--- src/hdl/bcmc_pkg.sv ---
// ----------------------------------------------------------------------------
// Battery contactor mode control package
// Mode codes, register indexes and reset values shared by the block and its
// checker.
// ----------------------------------------------------------------------------
package bcmc_pkg;

   localparam int unsigned MV_W     = 16;
   localparam int unsigned TEMP_W   = 12;
   localparam int unsigned TIME_W   = 32;
   localparam int unsigned MODE_W   = 3;
   localparam int unsigned CSR_IDX_W = 3;
   localparam int unsigned CSR_DAT_W = 16;

   // operating modes
   localparam logic [MODE_W-1:0] MODE_IDLE      = 3'd0;
   localparam logic [MODE_W-1:0] MODE_PRECHARGE = 3'd1;
   localparam logic [MODE_W-1:0] MODE_DISCHARGE = 3'd2;
   localparam logic [MODE_W-1:0] MODE_CHARGE    = 3'd3;
   localparam logic [MODE_W-1:0] MODE_FAULT     = 3'd4;

   // register indexes
   localparam logic [CSR_IDX_W-1:0] REG_OVER_VOLTAGE  = 3'd0;
   localparam logic [CSR_IDX_W-1:0] REG_UNDER_VOLTAGE = 3'd1;
   localparam logic [CSR_IDX_W-1:0] REG_OVER_TEMP     = 3'd2;
   localparam logic [CSR_IDX_W-1:0] REG_UNDER_TEMP    = 3'd3;
   localparam logic [CSR_IDX_W-1:0] REG_PRECHARGE_MS  = 3'd4;
   localparam logic [CSR_IDX_W-1:0] REG_CHARGE_CUTOFF = 3'd5;
   localparam logic [CSR_IDX_W-1:0] REG_CHARGE_RESTART = 3'd6;

   // register reset values
   localparam logic [MV_W-1:0]          RST_OVER_VOLTAGE   = 16'd4200;
   localparam logic [MV_W-1:0]          RST_UNDER_VOLTAGE  = 16'd3000;
   localparam logic signed [TEMP_W-1:0] RST_OVER_TEMP      = 12'sd600;
   localparam logic signed [TEMP_W-1:0] RST_UNDER_TEMP     = 12'sd0;
   localparam logic [MV_W-1:0]          RST_PRECHARGE_MS   = 16'd500;
   localparam logic [MV_W-1:0]          RST_CHARGE_CUTOFF  = 16'd4150;
   localparam logic [MV_W-1:0]          RST_CHARGE_RESTART = 16'd4050;

endpackage

--- src/hdl/battery_contactor_mode_control_top.sv ---
// ----------------------------------------------------------------------------
// Battery contactor mode control
// Five-mode pack supervisor: safety override, latched drive pins, precharge
// timing and charge hysteresis, one sample per transaction.
// ----------------------------------------------------------------------------
//  channel  | direction | handshake              | payload
//  req_     | in        | req_valid / req_ready  | cell mV min/max, temperature,
//           |           |                        | charger, load request, now_ms
//  rsp_     | out       | rsp_valid / rsp_ready  | mode and three drive levels
//  csr_     | in        | csr_wr_en              | csr_index, csr_wdata
//
// A transaction is registered on acceptance, then evaluated against the mode
// state and written to the result register; one transaction per cycle is
// sustained while results are drained. The input register advances whenever the
// result register is empty or being drained, so a stalled result stops the
// input side only once both registers are full. Reset is synchronous; it
// empties both registers and restores modes, pins and thresholds.
// ----------------------------------------------------------------------------
module battery_contactor_mode_control_top (
   input  logic                                   clock,
   input  logic                                   reset,
   input  logic                                   req_valid,
   output logic                                   req_ready,
   input  logic [bcmc_pkg::MV_W-1:0]              req_min_cell_mv,
   input  logic [bcmc_pkg::MV_W-1:0]              req_max_cell_mv,
   input  logic signed [bcmc_pkg::TEMP_W-1:0]     req_temperature,
   input  logic                                   req_charger_present,
   input  logic                                   req_load_request,
   input  logic [bcmc_pkg::TIME_W-1:0]            req_now_ms,
   output logic                                   rsp_valid,
   input  logic                                   rsp_ready,
   output logic [bcmc_pkg::MODE_W-1:0]            rsp_mode,
   output logic                                   rsp_precharge_drive,
   output logic                                   rsp_load_enable,
   output logic                                   rsp_charge_enable,
   input  logic                                   csr_wr_en,
   input  logic [bcmc_pkg::CSR_IDX_W-1:0]         csr_index,
   input  logic [bcmc_pkg::CSR_DAT_W-1:0]         csr_wdata
);
   import bcmc_pkg::*;

   typedef enum logic [MODE_W-1:0] {
      ST_IDLE      = MODE_IDLE,
      ST_PRECHARGE = MODE_PRECHARGE,
      ST_DISCHARGE = MODE_DISCHARGE,
      ST_CHARGE    = MODE_CHARGE,
      ST_FAULT     = MODE_FAULT
   } mode_state_type;

   // thresholds
   logic [MV_W-1:0]          over_voltage_ff;
   logic [MV_W-1:0]          under_voltage_ff;
   logic signed [TEMP_W-1:0] over_temp_ff;
   logic signed [TEMP_W-1:0] under_temp_ff;
   logic [MV_W-1:0]          precharge_ms_ff;
   logic [MV_W-1:0]          charge_cutoff_ff;
   logic [MV_W-1:0]          charge_restart_ff;

   // input register
   logic                     in_valid_ff;
   logic [MV_W-1:0]          min_mv_ff;
   logic [MV_W-1:0]          max_mv_ff;
   logic signed [TEMP_W-1:0] temp_ff;
   logic                     charger_ff;
   logic                     load_ff;
   logic [TIME_W-1:0]        now_ff;

   // mode state
   mode_state_type           mode_ff, mode_in;
   logic [TIME_W-1:0]        start_ff, start_in;
   logic                     pre_pin_ff, pre_pin_in;
   logic                     load_pin_ff, load_pin_in;
   logic                     chg_pin_ff, chg_pin_in;

   // result register
   logic                     out_valid_ff;
   logic [MODE_W-1:0]        out_mode_ff;
   logic                     out_pre_ff;
   logic                     out_load_ff;
   logic                     out_chg_ff;

   logic                     advance;
   logic                     ov, uv, ot, ut;
   mode_state_type           mode_eff;
   logic [TIME_W-1:0]        elapsed;

   assign advance   = in_valid_ff && (!out_valid_ff || rsp_ready);
   assign req_ready = !in_valid_ff || advance;

   assign rsp_valid           = out_valid_ff;
   assign rsp_mode            = out_mode_ff;
   assign rsp_precharge_drive = out_pre_ff;
   assign rsp_load_enable     = out_load_ff;
   assign rsp_charge_enable   = out_chg_ff;

   always_ff @(posedge clock) begin
      if (reset) begin
         over_voltage_ff   <= RST_OVER_VOLTAGE;
         under_voltage_ff  <= RST_UNDER_VOLTAGE;
         over_temp_ff      <= RST_OVER_TEMP;
         under_temp_ff     <= RST_UNDER_TEMP;
         precharge_ms_ff   <= RST_PRECHARGE_MS;
         charge_cutoff_ff  <= RST_CHARGE_CUTOFF;
         charge_restart_ff <= RST_CHARGE_RESTART;
      end else if (csr_wr_en) begin
         unique case (csr_index)
            REG_OVER_VOLTAGE:   over_voltage_ff   <= csr_wdata;
            REG_UNDER_VOLTAGE:  under_voltage_ff  <= csr_wdata;
            REG_OVER_TEMP:      over_temp_ff      <= csr_wdata[TEMP_W-1:0];
            REG_UNDER_TEMP:     under_temp_ff     <= csr_wdata[TEMP_W-1:0];
            REG_PRECHARGE_MS:   precharge_ms_ff   <= csr_wdata;
            REG_CHARGE_CUTOFF:  charge_cutoff_ff  <= csr_wdata;
            REG_CHARGE_RESTART: charge_restart_ff <= csr_wdata;
            default: ;
         endcase
      end
   end

   // input register: capture on acceptance
   always_ff @(posedge clock) begin
      if (reset) begin
         in_valid_ff <= 1'b0;
      end else if (req_ready) begin
         in_valid_ff <= req_valid;
      end
      if (req_valid && req_ready) begin
         min_mv_ff  <= req_min_cell_mv;
         max_mv_ff  <= req_max_cell_mv;
         temp_ff    <= req_temperature;
         charger_ff <= req_charger_present;
         load_ff    <= req_load_request;
         now_ff     <= req_now_ms;
      end
   end

   always_comb begin
      ov       = max_mv_ff >= over_voltage_ff;
      uv       = min_mv_ff <= under_voltage_ff;
      ot       = temp_ff >= over_temp_ff;
      ut       = temp_ff <= under_temp_ff;
      elapsed  = now_ff - start_ff;
      mode_eff = mode_ff;
      if (ot || (mode_ff != ST_CHARGE && ut)) begin
         mode_eff = ST_FAULT;
      end

      mode_in     = mode_eff;
      start_in    = start_ff;
      pre_pin_in  = pre_pin_ff;
      load_pin_in = load_pin_ff;
      chg_pin_in  = chg_pin_ff;

      unique case (mode_eff)
         ST_PRECHARGE: begin
            pre_pin_in = 1'b1;
            if (elapsed >= {{(TIME_W-MV_W){1'b0}}, precharge_ms_ff}) begin
               mode_in = ST_DISCHARGE;
            end
            if (!load_ff || uv) begin
               mode_in = ST_IDLE;
            end
         end
         ST_DISCHARGE: begin
            load_pin_in = 1'b1;
            pre_pin_in  = 1'b1;
            if (!load_ff) begin
               mode_in = ST_IDLE;
            end
            if (uv) begin
               mode_in = ST_FAULT;
            end
         end
         ST_CHARGE: begin
            load_pin_in = 1'b0;
            // cutoff/restart hysteresis on the highest cell
            if (max_mv_ff >= charge_cutoff_ff) begin
               chg_pin_in = 1'b0;
            end else if (max_mv_ff < charge_restart_ff) begin
               chg_pin_in = 1'b1;
            end
            if (!charger_ff) begin
               mode_in = ST_IDLE;
            end
            if (ot || ov) begin
               chg_pin_in = 1'b0;
            end
         end
         ST_FAULT: begin
            pre_pin_in  = 1'b0;
            load_pin_in = 1'b0;
            chg_pin_in  = 1'b0;
            if (!ot && !uv && !ov) begin
               mode_in = ST_IDLE;
            end
         end
         default: begin
            // idle, and any code that cannot arise
            pre_pin_in  = 1'b0;
            load_pin_in = 1'b0;
            chg_pin_in  = 1'b0;
            mode_in     = ST_IDLE;
            if (charger_ff && !ov && !ot) begin
               mode_in = ST_CHARGE;
            end else if (load_ff && !uv && !ot) begin
               mode_in  = ST_PRECHARGE;
               start_in = now_ff;
            end
         end
      endcase
   end

   always_ff @(posedge clock) begin
      if (reset) begin
         mode_ff      <= ST_IDLE;
         start_ff     <= '0;
         pre_pin_ff   <= 1'b0;
         load_pin_ff  <= 1'b0;
         chg_pin_ff   <= 1'b0;
         out_valid_ff <= 1'b0;
      end else begin
         if (advance) begin
            mode_ff     <= mode_in;
            start_ff    <= start_in;
            pre_pin_ff  <= pre_pin_in;
            load_pin_ff <= load_pin_in;
            chg_pin_ff  <= chg_pin_in;
         end
         // hold the result until drained
         if (advance) begin
            out_valid_ff <= 1'b1;
         end else if (rsp_ready) begin
            out_valid_ff <= 1'b0;
         end
      end
      if (advance) begin
         out_mode_ff <= mode_in;
         out_pre_ff  <= pre_pin_in;
         out_load_ff <= load_pin_in;
         out_chg_ff  <= chg_pin_in;
      end
   end

endmodule

--- config.mk ---
export PLATFORM = sky130hd
export DESIGN_NAME = battery_contactor_mode_control_top
export DESIGN_NICKNAME = d
export VERILOG_FILES = /design/src/hdl/bcmc_pkg.sv /design/src/hdl/battery_contactor_mode_control_top.sv
export SDC_FILE = /design/constraint.sdc
export NUM_CORES = 1
export LEC_CHECK = 0
export BUFFER_PORTS_ARGS = -buffer_cell sky130_fd_sc_hd__clkbuf_2
export CAP_MARGIN = 20
export CORE_ASPECT_RATIO = 2
export CORE_MARGIN = 3
export CORE_UTILIZATION = 35
export CTS_CLUSTER_SIZE = 28
export DETAILED_ROUTE_END_ITERATION = 6
export GPL_TIMING_DRIVEN = 0
export HOLD_SLACK_MARGIN = 0.15
export MAX_ROUTING_LAYER = met4
export PLACE_DENSITY = 0.49
export SLEW_MARGIN = 40
export SYNTH_ARGS = -nofsm -noshare
export SYNTH_HDL_FRONTEND = slang
export SYNTH_SLANG_ARGS = --single-unit
--- constraint.sdc ---
create_clock -name clock -period 5.5 [get_ports clock]
set_input_delay 0.275 -clock clock [delete_from_list [all_inputs] [get_ports clock]]
set_output_delay 0.275 -clock clock [all_outputs]
set_load 0.1 [all_outputs]
==> run metrics, run 1 <==
status=completed; Leakage=just over 0.006 uW; Tcrit/Tclk final=0.944; Async SR Flop Fraction=0; share of layout cells above drive strength 1=0.107; largest net degree at the start of global routing=41; fmax=~190 MHz; area grow syn2layout=22.6%; FF-to-FF Start=now_ff[0]; GPL Wtd Cong=roughly 0.94; most used cell, CP=ha_1; Reg2Reg Setup Slack=about 0.3 ns; detailed-route wire length per cell=about 18 um; Worst setup SP type=register; CTS root buffer=clkbuf_16; die height=around 270 um; Detailed Place HPWL=approximately 30 mm; final setup vio count=0; Synth Instances=between 1000 and 1500; Core ar.=0.0352 mm^2; Avg Cell Area, Syn=8.91 um^2; antenna violations before repair=0; type of the worst min-delay path=primary input to register; unrepaired setup endpoints after global routing=no; crit-path max FO=3; kind of critical path=register to register; Yosys reg bits=approximately 230; Die Wd=roughly 140 um; Clock Latency Late Sink=0.54 ns; layout net count=between 1500 and 2000; CTS sink cnt=approximately 230; fin. max-slew vios=0; DRC=0; fin util=0.438; TritonCTS clock tree=done; final hold vios=0; # Max-Cap Violations=0; Worst path max stage delay=around 0.50 ns; Total GRT Usage=0.201; H-Tree Depth=1; top_reg_cell synth=dfxtp_1; PwrDens=around 260 mW/mm^2; CTS buffer count=24; via count=~11000; Least-Margin Pin Slew=between 0.8 and 0.9 ns; initial detailed-routing violation count=slightly below 400; Rel. slew slack=0.411; Bufs and invs on worst path=1; row count=97; crit path cell chain=inv_1 > ha_1 > fa_1 > nand2b_1 > a21o_1 > a2111oi_2 > nor3_2 > xnor2_1 > ha_1 > a21oi_1 > nor2b_1 > or4_1 > or4b_1 > nor4_2 > and4bb_1 > nand4_1 > o211a_1 > o21a_1; Post-synth EDFFs=84; CP Data Required Time=5.79 ns; drt via density=5.04; WHS Endpoint=under_temp_ff[4]; Seq/Total Area, Yosys=0.430; Syn Nets=1648; VDD IR max=0.224 mV; Ports=between 100 and 150; Initial Utilization=0.357; critical path data arrival time=5.48 ns; TritonRoute pass-1 iters=5; global-route wire length before repair=between 50 and 60 mm; hold path cells=3; slowest CP cell=or4_1; kind of end point of the critical path=register; reg-to-reg endpoint=rsp_mode[1]; vias in the first global route=between 10000 and 15000; remaining global-route overflow=0; unique cell type count in the Yosys netlist=68; final WL=roughly 38 mm; Worst Hold Launch=csr_wdata[4]; register clock-pin slew on the reported worst setup and hold paths=~0.070 ns; skew final=a little under 0.02 ns; port bufs=between 100 and 150; Total Die Area=0.0384 mm^2; final antenna-violating net count=0; Reg2Reg Depth=18; Clock Path Buffers=3; # diodes=0; Mapped Area=around 0.013 mm^2; # Post-CTS Setup Buffers=0; fin crit period=approximately 5.2 ns; Syn. warnings=0; CP delay by family, top=simple AND/OR/NAND/NOR gates; setup TNS=0 ns
==> cell usage after synthesis, types with 9 or more instances <==
cell	n	share of area
a211o_1	25	0.017
nand2_1	221	0.066
edfxtp_1	84	0.20
nand4_1	24	0.012
ha_1	134	0.13
a21oi_1	137	0.055
xor2_1	11	0.0077
nor2_1	112	0.033
inv_1	155	0.046
nor3_1	22	0.0088
nand3_1	11	0.0044
mux2i_1	35	0.028
o21a_1	12	0.0072
dfxtp_1	144	0.23
xnor2_1	14	0.0098
buf_2	9	0.0036
o21ai_0	35	0.014
clkbuf_1	39	0.012
nand3b_1	13	0.0078
nor2b_1	18	0.0090
o21ai_1	15	0.0060
nand2b_1	13	0.0065
a211oi_1	15	0.0090
a21o_1	28	0.017
==> report_power, final <==
part	switching (uW)	total [uW]	leakage (uW)	internal, uW
clock network	695	1640	0.000387	943
logic	350	591	0.00384	241
registers	36.8	1850	0.00199	1810
total	1080	4080	0.00621	3000
==> layer usage <==
layer | vias up | global-route usage | routed length [um]
li1 | 5332 | - | -
met1 | 4966 | 0.182 | 12600
met2 | 196 | 0.412 | 22300
met3 | 71 | 0.0185 | 977
met4 | 0 | 0.0855 | 1760
met5 | - | - | 0
==> cells in the final DEF (no fill, tap or decap), types with 4 or more instances in the layout <==
| master | instances |
|---|---|
| nand3_1 | 11 |
| nand4_1 | 24 |
| edfxtp_1 | 84 |
| dfxtp_1 | 144 |
| clkbuf_16 | 26 |
| clkbuf_1 | 43 |
| dlygate4sd3_1 | 89 |
| a211o_1 | 25 |
| nand2b_1 | 13 |
| nor4_1 | 4 |
| xor2_1 | 11 |
| clkbuf_2 | 108 |
| o21a_1 | 12 |
| clkinv_2 | 5 |
| nor2b_1 | 18 |
| a21oi_1 | 137 |
| mux2i_1 | 35 |
| nand3b_1 | 13 |
| xnor2_1 | 14 |
| a2111oi_0 | 4 |
| o21ai_0 | 35 |
| o31ai_1 | 5 |
| o21bai_1 | 4 |
| ha_1 | 134 |
| nand2_1 | 221 |
| buf_2 | 9 |
| inv_1 | 155 |
| or3_1 | 6 |
| nor3_1 | 21 |
| a21o_1 | 28 |
| nor2_1 | 112 |
| o21ai_1 | 15 |
| a211oi_1 | 15 |
==> worst max path at each step <==
stage,cells past startpoint,slack [ns],to,start
2_1_floorplan,18,0.99,mode_ff[1],now_ff[0]
3_3_place_gp,17,0.05,rsp_mode[1],now_ff[9]
3_5_place_dp,17,0.07,rsp_mode[1],now_ff[9]
4_1_cts,17,0.05,rsp_mode[1],now_ff[9]
5_1_grt,20,0.02,rsp_mode[1],now_ff[3]
6_report,18,0.31,rsp_mode[1],now_ff[0]
==> flip-flops by register name (all words and copies together), names as in the netlist, 12 cells and up <==
signal and cells:
start_ff 32, under_temp_ff 12, charge_cutoff_ff 16, min_mv_ff 16, temp_ff 12, precharge_ms_ff 16
under_voltage_ff 16, over_voltage_ff 16, max_mv_ff 16, over_temp_ff 12, charge_restart_ff 16, now_ff 32
==> repair_timing <==
item / 4_1_cts / 5_1_grt
resized for setup: 0 / 2
setup endpoints to repair: 0 / 3
endpoints found under the hold margin: 118 / 0
hold buffers: 89 / 0
==> through the flow <==
stage	cells	total power (uW)	setup WS, ns	cell area [um^2]	hold slack [ns]
2_1_floorplan	1411	2230	0.990	12600	0.374
3_3_place_gp	1964	2420	0.0493	13700	0.442
3_5_place_dp	1966	2430	0.0652	13700	0.449
4_1_cts	2097	4150	0.0460	15400	0.159
5_1_grt	2097	4270	0.0160	15400	0.184
6_report	2097	4080	0.307	15400	0.171
==> worst min-delay path, cell delays in order <==
cell and delay [ns]:
clkbuf_2 0.21, nand2_1 0.10, a21oi_1 0.06
==> logic make-up (layout without fill, tap and decap cells) <==
family,Yosys count,count (layout),synth area share
muxes,35,35,0.0279
and+or+nand+nor,467,467,0.168
buffers and inverters,207,448,0.0636
DFF,228,228,0.430
AOI/OAI and AO/OA,313,313,0.156
adders and majority gates,135,135,0.135
xor gates and xnor gates,26,26,0.0187
==> layout make-up <==
class	instances	area (um^2)
sequential	228	5410
clock buffer	33	707
multi-input combinational	976	6390
buffer	52	218
timing repair buffer	199	1470
clock inverter	9	72.6
fill	3591	19800
inverter	155	582
tap	445	557
(Power assumes the default switching activity.)
==> run 2: changes to the inputs <==
Settings changed: REMOVE_ABC_BUFFERS set to 1.
==> run metrics, run 2 (same netlist as run 1, synthesis figures left out) <==
fin crit period=around 5 ns; final hold vios=0; fmax=roughly 200 MHz; CTS sink cnt=around 230; VDD IR max=between 0.2 and 0.25 mV; fin util=0.436; kind of critical path=register to register; Reg2Reg Setup Slack=approximately 0.45 ns; Least-Margin Pin Slew=0.789 ns; crit-path max FO=3; detailed-route wire length per cell=about 17 um; reg-to-reg endpoint=rsp_mode[1]; remaining global-route overflow=0; layout net count=1833; unrepaired setup endpoints after global routing=no; crit path cell chain=inv_1 > ha_1 > fa_1 > nand2b_1 > a21o_1 > a2111oi_2 > nor3_1 > xnor2_1 > ha_1 > a21oi_1 > nor2b_1 > or4_1 > or4b_1 > nor4_2 > and4bb_1 > nand4_1 > o211a_1 > o21a_1; Clock Latency Late Sink=between 0.5 and 0.6 ns; final antenna-violating net count=0; Tcrit/Tclk final=0.919; TritonCTS clock tree=done; fillers=roughly 3500; CTS root buffer=clkbuf_16; total power=around 4000 uW; drt via density=approximately 4.9; Clock Path Buffers=3; share of layout cells above drive strength 1=0.113; TritonRoute pass-1 iters=4; DRC=0; Reg2Reg Depth=18; skew final=0.0137 ns; Rel. slew slack=0.467; # Max-Cap Violations=0; final hold slack=approximately 0.18 ns; PwrDens=about 270 mW/mm^2; critical path data arrival time=approximately 5.3 ns; hold path cells=3; Leakage=just over 0.006 uW; die height=~270 um; slowest CP cell=a2111oi_2; Total Die Area=about 0.038 mm^2; Initial Utilization=0.357; Register Area=0.00541 mm^2; row count=97; vias in the first global route=about 10000; kind of end point of the critical path=register; FF-to-FF Start=now_ff[0]; Die Wd=approximately 140 um; fin. max-slew vios=0; global-route wire length before repair=between 50 and 60 mm; Bufs and invs on worst path=1; area grow syn2layout=22.1%; Ports=110; antenna violations before repair=0; H-Tree Depth=1; Worst setup SP type=register; top flop regs=now_ff (32), start_ff (32); Total GRT Usage=0.184; initial detailed-routing violation count=around 400; most frequent cells in the layout=nand2_1, inv_1, dfxtp_1, a21oi_1, ha_1; status=completed; type of the worst min-delay path=primary input to register; largest net degree at the start of global routing=84; port bufs=~110; via count=10200; Worst path max stage delay=about 0.52 ns; CP delay by family, top=simple AND/OR/NAND/NOR gates; Core ar.=0.0352 mm^2; Multi-input gate area=between 0.006 and 0.007 mm^2; most common cell after layout, fill and taps aside=nand2_1; WHS Endpoint=under_temp_ff[7]; register clock-pin slew on the reported worst setup and hold paths=roughly 0.06 ns; Detailed Place HPWL=between 20 and 30 mm; CTS buffer count=24; GPL Wtd Cong=0.871; setup TNS=0 ns; final WL=between 30 and 40 mm; CP Data Required Time=~5.8 ns; Worst Hold Launch=csr_wdata[7]; most used cell, CP=ha_1; # diodes=0; final setup vio count=0
## run 2: metrics by stage
step | cell area [um^2] | cells | worst slack [ns]
after floorplan | 12300 | 1359 | 0.990
after global placement | 13500 | 1913 | 0.0681
after detailed placement | 13600 | 1925 | 0.201
after CTS | 15300 | 2059 | 0.162
after global routing | 15300 | 2059 | 0.122
final | 15300 | 2059 | 0.446
## run 2: worst min-delay path: stages
cell and delay [ns]:
clkbuf_2 0.22, nand2_1 0.11, a21oi_1 0.06
## run 2: worst max path at each step
stage                       startpoint           to  slack (ns)  depth (start not counted)
after detailed placement     now_ff[0]  rsp_mode[1]        0.20                         18
after global routing         now_ff[0]  rsp_mode[1]        0.12                         18
after floorplan              now_ff[0]   mode_ff[1]        0.99                         18
final                        now_ff[0]  rsp_mode[1]        0.45                         18
after global placement    min_mv_ff[1]  start_ff[0]        0.07                         11
after CTS                    now_ff[0]  rsp_mode[1]        0.16                         18
## run 2: timing repair
action / in CTS / in global routing
endpoints found under the setup margin: 0 / 2
endpoints found under the hold margin: 122 / 0
buffers inserted: 0 / 0
gates resized for setup: 0 / 1
hold buffers: 90 / 0
## run 2: final cells by class
cell class                      count  share of cell area
Clock buffer                       34              0.0443
Clock inverter                     10             0.00685
Inverter                          155              0.0379
Multi-Input combinational cell    976               0.419
Sequential cell                   228               0.352
Tap cell                          445              0.0363
Timing Repair Buffer              211               0.103
## run 2: power breakdown
group / total [uW] / internal (uW) / leakage, uW / switching [uW]
Clock: 1650 / 955 / 0.000374 / 693
Combinational: 581 / 242 / 0.00381 / 339
Sequential: 1850 / 1810 / 0.00199 / 35.9
Total: 4080 / 3010 / 0.00617 / 1070
## run 2: per-layer routing
| layer | vias to the layer above | global-route usage | part of all wire |
|---|---|---|---|
| met2 | 169 | 0.360 | 0.56 |
| met4 | 0 | 0.0773 | 0.044 |
| li1 | 5245 | - | - |
| met5 | - | - | 0 |
| met1 | 4703 | 0.178 | 0.37 |
| met3 | 67 | 0.0222 | 0.030 |
